$ cat config.mk
export PLATFORM = sky130hd
export DESIGN_NAME = battery_adc_trimmed_mean_monitor_core
export DESIGN_NICKNAME = d
export VERILOG_FILES = /design/src/rtl/bmon_pkg.sv /design/src/rtl/bmon_datapath.sv /design/src/rtl/bmon_ctrl.sv /design/src/rtl/battery_adc_trimmed_mean_monitor_core.sv
export SDC_FILE = /design/constraint.sdc
export NUM_CORES = 1
export LEC_CHECK = 0
export BUFFER_PORTS_ARGS = -buffer_cell sky130_fd_sc_hd__buf_2
export CAP_MARGIN = 20
export CORE_MARGIN = 5
export CORE_UTILIZATION = 50
export CTS_BUF_LIST = sky130_fd_sc_hd__clkbuf_4
export CTS_CLUSTER_DIAMETER = 100
export DETAILED_ROUTE_END_ITERATION = 6
export PLACE_DENSITY_LB_ADDON = 0.12
export SYNTH_ARGS = -nofsm -noshare
export SYNTH_HDL_FRONTEND = slang
export SYNTH_HIERARCHICAL = 1
export SYNTH_SLANG_ARGS = --single-unit
$ cat constraint.sdc
create_clock -name clk -period 7.7 [get_ports clk]
set_input_delay 1.54 -clock clk [delete_from_list [all_inputs] [get_ports clk]]
set_output_delay 1.54 -clock clk [all_outputs]
set_load 0.03 [all_outputs]
$ cat src/rtl/bmon_pkg.sv
// Shared types, constants and defaults for the battery ADC trimmed-mean monitor.
package bmon_pkg;

  // Defaults for the top-level parameters.
  localparam int SAMPLES_PER_READING_DEF = 9;
  localparam int ADC_BITS_DEF            = 12;

  // Fixed field widths.
  localparam int MV_W   = 14;
  localparam int PCT_W  = 7;
  localparam int CFG_W  = 14;
  localparam int CFG_IDX_W = 2;

  // Configuration register indexes and reset values.
  localparam logic [CFG_IDX_W-1:0] CFG_IDX_FULL  = 2'd0;
  localparam logic [CFG_IDX_W-1:0] CFG_IDX_EMPTY = 2'd1;
  localparam logic [CFG_W-1:0]     FULL_MV_RESET  = 14'd4160;
  localparam logic [CFG_W-1:0]     EMPTY_MV_RESET = 14'd2500;

  // Millivolt scale: 3.3 V full scale times a divide-by-three network.
  localparam logic [MV_W-1:0] MV_SCALE = 14'd9900;

  // Percentage arithmetic: numerator is (mv - empty) * 100, below 2^20.
  localparam int PCT_NUM_W = 20;
  localparam int DIV_STEPS = PCT_NUM_W;
  localparam int DIV_CNT_W = $clog2(DIV_STEPS);
  localparam logic [PCT_W-1:0] PCT_MAX = 7'd100;

  // Controller states.
  typedef enum logic [2:0] {
    ST_IDLE,
    ST_ACC,
    ST_CODE,
    ST_MUL,
    ST_PCT,
    ST_DIV,
    ST_OUT
  } bmon_state_t;

  // Commands from the controller to the datapath.
  typedef struct packed {
    logic load_sample;
    logic accumulate;
    logic make_code;
    logic make_mv;
    logic pct_init;
    logic div_step;
    logic load_out;
  } bmon_cmd_t;

  // Status from the datapath to the controller.
  typedef struct packed {
    logic out_free;
  } bmon_status_t;

endpackage

$ cat src/rtl/bmon_datapath.sv
// Datapath: sample quotients, running extremes, scaling, percent divider, output register.
module bmon_datapath #(
  parameter int SAMPLES_PER_READING = bmon_pkg::SAMPLES_PER_READING_DEF,
  parameter int ADC_BITS            = bmon_pkg::ADC_BITS_DEF
) (
  input  logic                                clk,
  input  logic                                rst_n,
  input  bmon_pkg::bmon_cmd_t                 cmd,
  output bmon_pkg::bmon_status_t              status,
  input  logic [ADC_BITS-1:0]                 in_sample,
  input  logic                                cfg_write,
  input  logic [bmon_pkg::CFG_IDX_W-1:0]      cfg_index,
  input  logic [bmon_pkg::CFG_W-1:0]          cfg_data,
  input  logic                                out_tready,
  output logic                                out_tvalid,
  output logic [ADC_BITS-1:0]                 out_code,
  output logic [bmon_pkg::MV_W-1:0]           out_mv,
  output logic [bmon_pkg::PCT_W-1:0]          out_pct
);
  import bmon_pkg::*;

  localparam int TRIM_DIV    = SAMPLES_PER_READING - 2;
  localparam int QW          = ADC_BITS;
  localparam int SUM_W       = ADC_BITS + 2;
  // Reciprocal for an exact floor divide by TRIM_DIV over the sample range.
  localparam int RECIP_SHIFT = ADC_BITS + 4;
  localparam int RECIP_W     = RECIP_SHIFT + 1;
  localparam logic [RECIP_W-1:0] RECIP =
    RECIP_W'(((2 ** RECIP_SHIFT) + TRIM_DIV - 1) / TRIM_DIV);
  localparam int PROD_W      = ADC_BITS + RECIP_W;
  localparam int MVP_W       = ADC_BITS + MV_W;

  logic [CFG_W-1:0]     full_r, empty_r;
  logic [ADC_BITS-1:0]  sample_r;
  logic [SUM_W-1:0]     sum_r;
  logic [QW-1:0]        qmin_r, qmax_r;
  logic [ADC_BITS-1:0]  code_r;
  logic [MV_W-1:0]      mv_r;
  logic                 below_r, nospan_r;
  logic [CFG_W-1:0]     den_r;
  logic [CFG_W-1:0]     rem_r;
  logic [PCT_NUM_W-1:0] quo_r;
  logic                 out_valid_r;
  logic [ADC_BITS-1:0]  out_code_r;
  logic [MV_W-1:0]      out_mv_r;
  logic [PCT_W-1:0]     out_pct_r;

  logic [PROD_W-1:0]    prod;
  logic [QW-1:0]        quot;
  logic [SUM_W-1:0]     code_full;
  logic [MVP_W-1:0]     mv_prod;
  logic [MV_W-1:0]      mv_diff;
  logic [CFG_W:0]       rem_sh;
  logic                 rem_ge;
  logic [PCT_W-1:0]     pct_val;

  // Floor divide of the current sample by the trim divisor.
  always_comb begin
    prod = PROD_W'(sample_r) * PROD_W'(RECIP);
    quot = QW'(prod >> RECIP_SHIFT);
  end

  assign code_full = sum_r - SUM_W'(qmin_r) - SUM_W'(qmax_r);
  assign mv_prod   = MVP_W'(code_r) * MVP_W'(MV_SCALE);
  assign mv_diff   = mv_r - empty_r;

  // One restoring division step.
  always_comb begin
    rem_sh = {rem_r, quo_r[PCT_NUM_W-1]};
    rem_ge = rem_sh >= {1'b0, den_r};
  end

  // Saturated percentage from the divider result and the special cases.
  always_comb begin
    priority if (below_r) begin
      pct_val = '0;
    end else if (nospan_r) begin
      pct_val = PCT_MAX;
    end else if (quo_r > PCT_NUM_W'(PCT_MAX)) begin
      pct_val = PCT_MAX;
    end else begin
      pct_val = quo_r[PCT_W-1:0];
    end
  end

  // Configuration registers; unknown indexes are ignored.
  always_ff @(posedge clk) begin
    if (!rst_n) begin
      full_r  <= FULL_MV_RESET;
      empty_r <= EMPTY_MV_RESET;
    end else if (cfg_write) begin
      unique case (cfg_index)
        CFG_IDX_FULL:  full_r  <= cfg_data;
        CFG_IDX_EMPTY: empty_r <= cfg_data;
        default: ;
      endcase
    end
  end

  // Group accumulation state, cleared when the result is loaded.
  always_ff @(posedge clk) begin
    if (!rst_n) begin
      sum_r  <= '0;
      qmin_r <= '1;
      qmax_r <= '0;
    end else if (cmd.load_out) begin
      sum_r  <= '0;
      qmin_r <= '1;
      qmax_r <= '0;
    end else if (cmd.accumulate) begin
      sum_r <= sum_r + SUM_W'(quot);
      if (quot < qmin_r) begin
        qmin_r <= quot;
      end
      if (quot > qmax_r) begin
        qmax_r <= quot;
      end
    end
  end

  // Sample capture, code, millivolts and the percent divider.
  always_ff @(posedge clk) begin
    if (cmd.load_sample) begin
      sample_r <= in_sample;
    end
    if (cmd.make_code) begin
      code_r <= code_full[ADC_BITS-1:0];
    end
    if (cmd.make_mv) begin
      mv_r <= mv_prod[MVP_W-1:ADC_BITS];
    end
    if (cmd.pct_init) begin
      below_r  <= mv_r < empty_r;
      nospan_r <= full_r <= empty_r;
      den_r    <= full_r - empty_r;
      rem_r    <= '0;
      quo_r    <= PCT_NUM_W'(mv_diff) * PCT_NUM_W'(PCT_MAX);
    end else if (cmd.div_step) begin
      if (rem_ge) begin
        rem_r <= CFG_W'(rem_sh - {1'b0, den_r});
        quo_r <= {quo_r[PCT_NUM_W-2:0], 1'b1};
      end else begin
        rem_r <= rem_sh[CFG_W-1:0];
        quo_r <= {quo_r[PCT_NUM_W-2:0], 1'b0};
      end
    end
  end

  // Output register holds the result until the receiver takes it.
  always_ff @(posedge clk) begin
    if (!rst_n) begin
      out_valid_r <= 1'b0;
    end else if (cmd.load_out) begin
      out_valid_r <= 1'b1;
    end else if (out_tready) begin
      out_valid_r <= 1'b0;
    end
  end

  always_ff @(posedge clk) begin
    if (cmd.load_out) begin
      out_code_r <= code_r;
      out_mv_r   <= mv_r;
      out_pct_r  <= pct_val;
    end
  end

  assign status.out_free = !out_valid_r || out_tready;
  assign out_tvalid      = out_valid_r;
  assign out_code        = out_code_r;
  assign out_mv          = out_mv_r;
  assign out_pct         = out_pct_r;

endmodule

$ cat src/rtl/bmon_ctrl.sv
// Controller: sequences sample accumulation, scaling, division and result hand-off.
module bmon_ctrl #(
  parameter int SAMPLES_PER_READING = bmon_pkg::SAMPLES_PER_READING_DEF
) (
  input  logic                   clk,
  input  logic                   rst_n,
  input  logic                   in_tvalid,
  output logic                   in_tready,
  input  bmon_pkg::bmon_status_t status,
  output bmon_pkg::bmon_cmd_t    cmd
);
  import bmon_pkg::*;

  localparam int CNT_W = $clog2(SAMPLES_PER_READING);
  localparam logic [CNT_W:0] LAST_COUNT = (CNT_W + 1)'(SAMPLES_PER_READING);
  localparam logic [DIV_CNT_W-1:0] DIV_LAST = DIV_CNT_W'(DIV_STEPS - 1);

  bmon_state_t          state_r, state_nxt;
  logic [CNT_W-1:0]     count_r, count_nxt;
  logic [DIV_CNT_W-1:0] div_cnt_r, div_cnt_nxt;
  logic [CNT_W:0]       count_inc;

  assign count_inc = {1'b0, count_r} + 1'b1;

  // State and counter registers.
  always_ff @(posedge clk) begin
    if (!rst_n) begin
      state_r   <= ST_IDLE;
      count_r   <= '0;
      div_cnt_r <= '0;
    end else begin
      state_r   <= state_nxt;
      count_r   <= count_nxt;
      div_cnt_r <= div_cnt_nxt;
    end
  end

  // Next state and commands.
  always_comb begin
    state_nxt   = state_r;
    count_nxt   = count_r;
    div_cnt_nxt = div_cnt_r;
    cmd         = '0;
    in_tready   = 1'b0;
    unique case (state_r)
      ST_IDLE: begin
        in_tready = 1'b1;
        if (in_tvalid) begin
          cmd.load_sample = 1'b1;
          state_nxt       = ST_ACC;
        end
      end
      ST_ACC: begin
        cmd.accumulate = 1'b1;
        if (count_inc == LAST_COUNT) begin
          count_nxt = '0;
          state_nxt = ST_CODE;
        end else begin
          count_nxt = count_inc[CNT_W-1:0];
          state_nxt = ST_IDLE;
        end
      end
      ST_CODE: begin
        cmd.make_code = 1'b1;
        state_nxt     = ST_MUL;
      end
      ST_MUL: begin
        cmd.make_mv = 1'b1;
        state_nxt   = ST_PCT;
      end
      ST_PCT: begin
        cmd.pct_init = 1'b1;
        div_cnt_nxt  = '0;
        state_nxt    = ST_DIV;
      end
      ST_DIV: begin
        cmd.div_step = 1'b1;
        div_cnt_nxt  = div_cnt_r + 1'b1;
        if (div_cnt_r == DIV_LAST) begin
          state_nxt = ST_OUT;
        end
      end
      ST_OUT: begin
        if (status.out_free) begin
          cmd.load_out = 1'b1;
          state_nxt    = ST_IDLE;
        end
      end
      default: begin
        state_nxt = ST_IDLE;
      end
    endcase
  end

endmodule

$ cat src/rtl/battery_adc_trimmed_mean_monitor_core.sv
// Top level of the battery ADC trimmed-mean monitor.
//
// Samples arrive on the in_ stream, one ADC reading per transfer. After every
// SAMPLES_PER_READING samples the block drops one smallest and one largest
// sample, sums the floored sevenths (divisor SAMPLES_PER_READING - 2) of the
// rest and sends one result transfer on the out_ stream: the filtered code,
// the voltage in millivolts and a charge percentage between the empty and
// full thresholds written through the cfg_ port (always ready).
// Each sample is taken in a transfer and then an accumulate state. After the last
// sample of a group come code, millivolt multiply, setup, then 20 steps of
// the restoring divider that forms the percentage, and the load into the output
// register, which waits for a free slot. That divider sets the group latency.
// The output register holds a result until the receiver takes it; the next
// group is collected meanwhile and only its final load waits for the slot.
// Synchronous reset restores the default thresholds, empties the group and
// drops any pending result.
module battery_adc_trimmed_mean_monitor_core #(
  parameter int SAMPLES_PER_READING = bmon_pkg::SAMPLES_PER_READING_DEF,
  parameter int ADC_BITS            = bmon_pkg::ADC_BITS_DEF,
  parameter int IN_W  = ((ADC_BITS + 7) / 8) * 8,
  parameter int OUT_W = ((ADC_BITS + bmon_pkg::MV_W + bmon_pkg::PCT_W + 7) / 8) * 8
) (
  input  logic                           clk,
  input  logic                           rst_n,
  // Sample stream.
  input  logic                           in_tvalid,
  output logic                           in_tready,
  input  logic [IN_W-1:0]                in_tdata,   // adc_sample
  // Result stream.
  output logic                           out_tvalid,
  input  logic                           out_tready,
  output logic [OUT_W-1:0]               out_tdata,  // filtered_code, millivolts, percent
  // Configuration writes.
  input  logic                           cfg_valid,
  output logic                           cfg_ready,
  input  logic [bmon_pkg::CFG_IDX_W-1:0] cfg_index,
  input  logic [bmon_pkg::CFG_W-1:0]     cfg_data
);
  import bmon_pkg::*;

  localparam int PAD_W = OUT_W - ADC_BITS - MV_W - PCT_W;

  bmon_cmd_t           cmd;
  bmon_status_t        status;
  logic [ADC_BITS-1:0] out_code;
  logic [MV_W-1:0]     out_mv;
  logic [PCT_W-1:0]    out_pct;

  assign cfg_ready = 1'b1;

  bmon_ctrl #(
    .SAMPLES_PER_READING(SAMPLES_PER_READING)
  ) u_ctrl (
    .clk       (clk),
    .rst_n     (rst_n),
    .in_tvalid (in_tvalid),
    .in_tready (in_tready),
    .status    (status),
    .cmd       (cmd)
  );

  bmon_datapath #(
    .SAMPLES_PER_READING(SAMPLES_PER_READING),
    .ADC_BITS           (ADC_BITS)
  ) u_datapath (
    .clk        (clk),
    .rst_n      (rst_n),
    .cmd        (cmd),
    .status     (status),
    .in_sample  (in_tdata[ADC_BITS-1:0]),
    .cfg_write  (cfg_valid && cfg_ready),
    .cfg_index  (cfg_index),
    .cfg_data   (cfg_data),
    .out_tready (out_tready),
    .out_tvalid (out_tvalid),
    .out_code   (out_code),
    .out_mv     (out_mv),
    .out_pct    (out_pct)
  );

  // Pack the result fields from the lowest bit up.
  assign out_tdata = {{PAD_W{1'b0}}, out_pct, out_mv, out_code};

  // A pending result never claims more than full charge.
  a_pct_range: assert property (@(posedge clk) disable iff (!rst_n)
    out_tvalid |-> (out_pct <= PCT_MAX))
    else $error("percent above 100");

  // Millivolts stay below the full-scale value.
  a_mv_range: assert property (@(posedge clk) disable iff (!rst_n)
    out_tvalid |-> (out_mv < MV_SCALE))
    else $error("millivolts out of range");

  // After a sample transfer the block is busy accumulating in the next cycle.
  a_busy_after_accept: assert property (@(posedge clk) disable iff (!rst_n)
    (in_tvalid && in_tready) |=> !in_tready)
    else $error("sample accepted while accumulating");

  // A new result is loaded only into a free output slot.
  a_no_overwrite: assert property (@(posedge clk) disable iff (!rst_n)
    cmd.load_out |-> (!out_tvalid || out_tready))
    else $error("result overwritten before transfer");

endmodule

# Word level (Yosys, flattened, before mapping)
# Index checks and enable logic that the tools add are counted.
dict set report classes {
  addsub 8
  multipliers 3
  magnitude_cmp 6
  n_eq_ne 12
  mux 25
  n_bitwise 1
  reduce_logical 14
}
# cell n
set ops {}
lappend ops {{$sub 14x14->14} 3}
lappend ops {{$mux 20} 2}
lappend ops {{$mul 12x14->26 const B} 1}
lappend ops {{$mul 12x12->24 const B} 1}
lappend ops {{$pmux 3 s7} 1}
lappend ops {{$gt 20x7->1 const B} 1}
lappend ops {{$mul 14x5->18 const B} 1}
lappend ops {{$ge 15x14->1} 1}
lappend ops {{$add 14x10->14} 1}
lappend ops {{$le 14x14->1} 1}
lappend ops {{$lt 14x14->1} 1}
lappend ops {{$mux 14} 1}
lappend ops {{$mux 7} 2}
lappend ops {{$mux 1} 13}
lappend ops {{$lt 10x12->1} 1}
lappend ops {{$sub 12x10->12} 1}
lappend ops {{$sub 12x12->12} 1}
lappend ops {{$gt 10x10->1} 1}
lappend ops {{$pmux 5 s2} 1}
lappend ops {{$eq 3x3->1 const B} 3}
lappend ops {{$mux 3} 3}
lappend ops {{$reduce_and 2->1} 4}
lappend ops {{$eq 3x2->1 const B} 2}
lappend ops {{$reduce_bool 2->1} 3}
lappend ops {{other kinds (18)} 19}
dict set report word_totals {
  ff_bits 198
  in_bits 37
  output_inout_bits 43
}

# Logic depth before layout (Yosys ltp)
dict set report logic_depth {
  depth_word 5
  ltp_mapped 27
  mapped_depth_nobuf 26
}

# By module
# The synthesis kept the hierarchy.
# mod n_inst cells_each area_each_um2 seq_area_each_um2
set by_module_without_submodules {}
lappend by_module_without_submodules {bmon_datapath 1 1657 15984.1 4714.5}
lappend by_module_without_submodules {bmon_ctrl 1 85 715.7 240.2}
lappend by_module_without_submodules {battery_adc_trimmed_mean_monitor_core 1 10 67.6 0.0}

# Worst setup path before layout
# Ideal clock, no wire load.
dict set report synth_path {
  kind {reg-to-reg}
  start {register u_datapath.sample_r[10]}
  end {register u_datapath.qmax_r[8]}
  setup_ns 0.086
  t_arrival_ns 6.158
  required_time_ns 7.614
  path_slack_ns 1.457
  stages_incl_launch_ff 23
  n_path_buf 0
  synth_period_minus_slack_ns 6.243
  cell_sequence {edfxtp_1 > inv_1 > ha_1 > fa_1 > inv_1 > fa_1 > fa_1 > inv_1 > fa_1 > inv_1 > ha_1 > nand2_1 > nor4_1 > a221oi_1 > a311oi_2 > a21oi_1 > o311ai_1 > ha_1 > o21a_1 > o21a_1 > o21ai_0 > a21oi_1 > a211oi_1}
}
dict set report synth_via {
  elab_chain_len 3
}
# element line
set synth_rtl {}
lappend synth_rtl {{start, declared} bmon_datapath.sv:34} ;# logic [ADC_BITS-1:0] sample_r;
lappend synth_rtl {{start signal, assigned} bmon_datapath.sv:124} ;# sample_r <= in_sample;
lappend synth_rtl {{$mul 12x14->26} bmon_datapath.sv:59} ;# prod = PROD_W'(sample_r) * PROD_W'(RECIP);
lappend synth_rtl {{via u_datapath.prod[25]} bmon_datapath.sv:48} ;# logic [PROD_W-1:0] prod;
lappend synth_rtl {{$gt 10x10->1} bmon_datapath.sv:115} ;# if (quot > qmax_r) begin
lappend synth_rtl {{$reduce_and 2->1 (no source line)} --}
lappend synth_rtl {{end signal, assigned} bmon_datapath.sv:116} ;# qmax_r <= quot;
lappend synth_rtl {{end, declared} bmon_datapath.sv:36} ;# logic [QW-1:0] qmin_r, qmax_r;
# The timed path passes the listed nets, and every way through them passes these cells.
# A chain may end at the register's enable or synchronous reset.

# Worst setup path in the final report
dict set report layout_path {
  start {register u_datapath.sample_r[10]}
  end {register u_datapath.qmin_r[0]}
}
dict set report layout_via {
  elab_chain_len 3
}
# element line
set layout_rtl {}
lappend layout_rtl {{$mul 12x14->26} bmon_datapath.sv:59}
lappend layout_rtl {{via u_datapath.prod[25]} bmon_datapath.sv:48}
lappend layout_rtl {{$lt 10x12->1} bmon_datapath.sv:112} ;# if (quot < qmin_r) begin
lappend layout_rtl {{$reduce_and 2->1 (no source line)} --}
lappend layout_rtl {{end signal, assigned} bmon_datapath.sv:113} ;# qmin_r <= quot;
lappend layout_rtl {{end, declared} bmon_datapath.sv:36}
# The timed path passes the listed nets, and every way through them passes these cells.

==> impl.org <==
** Synth
- In this run, synthesis produced a sequential element count of 195.
- Summed over all instances, the cell type with the most area after synthesis is ha_1.
- Async set-reset flop share out of synthesis :: 0
- After synthesis the cells add up to 16800 um^2.
- Warnings from Yosys :: 6
- Most used DFF post-synth :: edfxtp_1
- Top area cells in the synthesized netlist :: ha_1 22%, edfxtp_1 19%, dfxtp_1 11%
- Library cells used by synthesis :: 86
- Of the post-synthesis cell area, the dominant cell type holds 0.217.
- Sequential area share after synthesis :: 0.296
- In this run the mean area of a mapped cell was 9.57 um^2.
- After technology mapping, the gate count stands at 1752.
- In this run, synthesis inferred 105 flip-flops with an integrated enable.

** Placement
- IO Port Bufs :: 67
- Once detailed placement completed, the half-perimeter wirelength came to 27.3 mm.
- Final weighted congestion in routability-driven placement :: 0.849
- Area after DPL :: 17600 um^2

** Setup path
- On the worst path, the slowest cell contributes a delay of 0.57 ns.
- At the worst endpoint, the required time is 8.24 ns.
- The slowest stage of the critical path is the a221oi_1 cell.
- The worst setup path is launched from a register.
- Maximum fanout count along the critical path :: 14
- Classification of the worst setup path :: reg -> reg
- For the worst setup path, the data arrival time is 7.51 ns.
- STA classifies the critical path endpoint as a register.

** Timing
- Summed over all failing endpoints, the final setup total negative slack is 0 ns.
- Final setup skew :: 0.0374 ns
- Slew at the pin closest to its max-slew limit :: 0.982 ns
- The final max-slew violation count came to 0.
- Unrepaired setup endpoints after global routing :: false
- Endpoints failing hold :: 0
- Headroom to the max-slew limit came out at 0.342.
- Fmax achieved :: 0.144 GHz
- Shortest period the worst path allows :: 6.97 ns
- Dividing the final minimum period by the clock period gives 0.905.
- Setup violations remaining at the end of the flow were counted as 0.

** Floorplanning
- The initial utilization of the core area, before any placement, comes to 0.504.
- The die covers 37300 um^2.
- The floorplan step set the die width to 193 um.
- Number of rows created at floorplan :: 67
- I/O pin count :: 80
- Floorplan core area :: 33300 um^2
- DIE HEIGHT :: 193 um

** Global route
- Antenna violations before repair :: 1
- Entering global routing, the biggest net connects 69 pins.
- The number of global-route vias before repair was 11658.
- The first global-routing pass estimated 57.0 mm of wire.
- Total routing resource utilization after global routing :: 0.188
- Remaining global-route overflow :: 0

** Cells and area
- Commonest cells after routing, fill and taps aside :: 291 x ha_1, 278 x inv_1, 151 x nand2_1
- The library cell used most frequently in the layout, excluding fill and tap cells, is ha_1.
- Layout cells sized above 1 :: 0.0887
- Area growth syn-to-layout :: 6.69%
- Sequential standard cell area :: 4950 um^2
- At the end of the flow, the number of nets in the layout was 2228.
- Multi-input logic area :: 10600 um^2
- With fillers left out, the area of the finished cells amounts to 17900 um^2.
- Final-layout fill cell count :: 3110

** Clock tree
- Clk sinks :: 195
- The cell sitting at the root of the clock tree is a clkbuf_4.
- Quantity of hold-fixing buffers added after cts :: 0
- In this run, CTS created clock tree buffers numbering 17.
- Once the clock tree was built, the setup fixing pass inserted 0 buffers.
- Clock-pin slew on the worst setup and hold paths :: 0.17 ns
- After clock tree synthesis, the repair step resized 0 gates.
- TritonCTS built the clock tree.
- In this run the deepest clock path goes through 2 buffers.
- At the later pin of the worst-skew pair, clock insertion delay measures 0.62 ns.
- In this run the number of H-tree levels came out at 4.

** Routing
- Detailed routing inserted a total of 11909 vias.
- Final routed wirelength across all metal layers :: 34.1 mm
- Using the TritonRoute via totals, the vias-per-cell ratio works out to 5.23.
- Once detail routing completed, the nets flagged for antenna violations numbered 0.
- Dividing the detail-routed wire length by the instance count gives 15.0 um.
- DRC viols :: 0
- The first TritonRoute pass finished after 6 iterations.
- First-iteration detailed-routing DRC count :: 513

** Min path
- Hold Crit Class :: reg -> reg

** Outcome
- Run status :: complete, no violations

** Flow run
- Max-capacitance violation count :: 0
[synthesized netlist by cell type, types with 11 or more instances]
library cell and instances:
a21boi_0 30, nand3_1 35, a31oi_1 11, nand2_1 151, nor2b_1 19, nor3_1 36
fa_1 86, clkbuf_1 28, inv_1 278, ha_1 291, nor2_1 100, nand4_1 15
xnor2_1 52, nand2b_1 16, a21oi_1 76, xor2_1 16, a211oi_1 14, mux2i_1 18
edfxtp_1 105, o211ai_2 11, dfxtp_1 90, a21o_1 19, o21ai_0 62, o21a_1 18
o211ai_1 12
[worst paths after layout]
kind,slack (ns),depth (start not counted),startpoint,end
hold / removal,0.47,0,u_datapath/mv_r[0]$_DFFE_PP_,u_datapath/out_mv[0]$_DFFE_PP_
hold reg to reg,0.47,0,u_datapath/mv_r[0]$_DFFE_PP_,u_datapath/out_mv[0]$_DFFE_PP_
setup reg to reg,0.73,28,u_datapath/sample_r[10]$_DFFE_PP_,u_datapath/qmin_r[0]$_SDFFE_PP1P_
setup / recovery,0.73,28,u_datapath/sample_r[10]$_DFFE_PP_,u_datapath/qmin_r[0]$_SDFFE_PP1P_
[registers in the layout, summed over array words and instances, names as in the netlist]
register	count
u_datapath/sample_r	12
u_datapath/code_r	12
u_datapath/empty_r	14
u_datapath/den_r	14
u_ctrl/div_cnt_r	5
u_datapath/mv_r	14
u_datapath/quo_r	20
u_datapath/out_pct	7
u_datapath/nospan_r	1
u_datapath/out_code	12
u_datapath/qmax_r	10
u_datapath/rem_r	14
u_datapath/below_r	1
u_datapath/full_r	14
u_datapath/sum_r	12
u_ctrl/count_r	4
u_datapath/out_mv	14
u_datapath/qmin_r	11
u_datapath/out_tvalid	1
u_ctrl/state_r	3
[per-layer routing]
metal,GRT usage,part of all wire
met1,0.258,0.48
met2,0.325,0.48
met3,0.0274,0.025
met4,0.0308,0.0085
met5,0,0
[layout make-up]
cell class | instances | area share
multi-input combinational | 1240 | 0.592
sequential | 195 | 0.277
inverter | 279 | 0.0585
tap | 448 | 0.0313
timing repair buffer | 81 | 0.0252
clock inverter | 13 | 0.00818
clock buffer | 19 | 0.00797
antenna | 1 | 0.000140
[cell families after synthesis]
group / after synthesis / synth area share
simple gates: 444 / 0.127
mux: 20 / 0.0121
fa+ha+maj: 377 / 0.320
buf+inv: 323 / 0.0758
other cells: 2 / 0.000448
xor+xnor: 69 / 0.0365
compound gates: 322 / 0.133
flops: 195 / 0.296
[through the flow]
step / std cells / util / hold WS (ns) / worst slack, ns
2_1_floorplan: 1758 / - / 0.426 / 1.46
3_3_place_gp: 2241 / 0.528 / 0.443 / 0.837
3_5_place_dp: 2241 / 0.528 / 0.447 / 0.756
4_1_cts: 2273 / 0.537 / 0.475 / 0.670
5_1_grt: 2276 / 0.538 / 0.501 / 0.269
6_report: 2276 / 0.538 / 0.472 / 0.735
[critical path: cells and delay by family (launching register included)]
family / cells / cell delay (ns)
DFF: 1 / 0.49
AOI/OAI and AO/OA: 9 / 2.19
and+or+nand+nor: 6 / 0.64
buffers and inverters: 6 / 0.65
adders and majority gates: 7 / 2.93
Power is not shown: default switching activity piles up to over one toggle a cycle in this logic, so the estimate is an artifact.
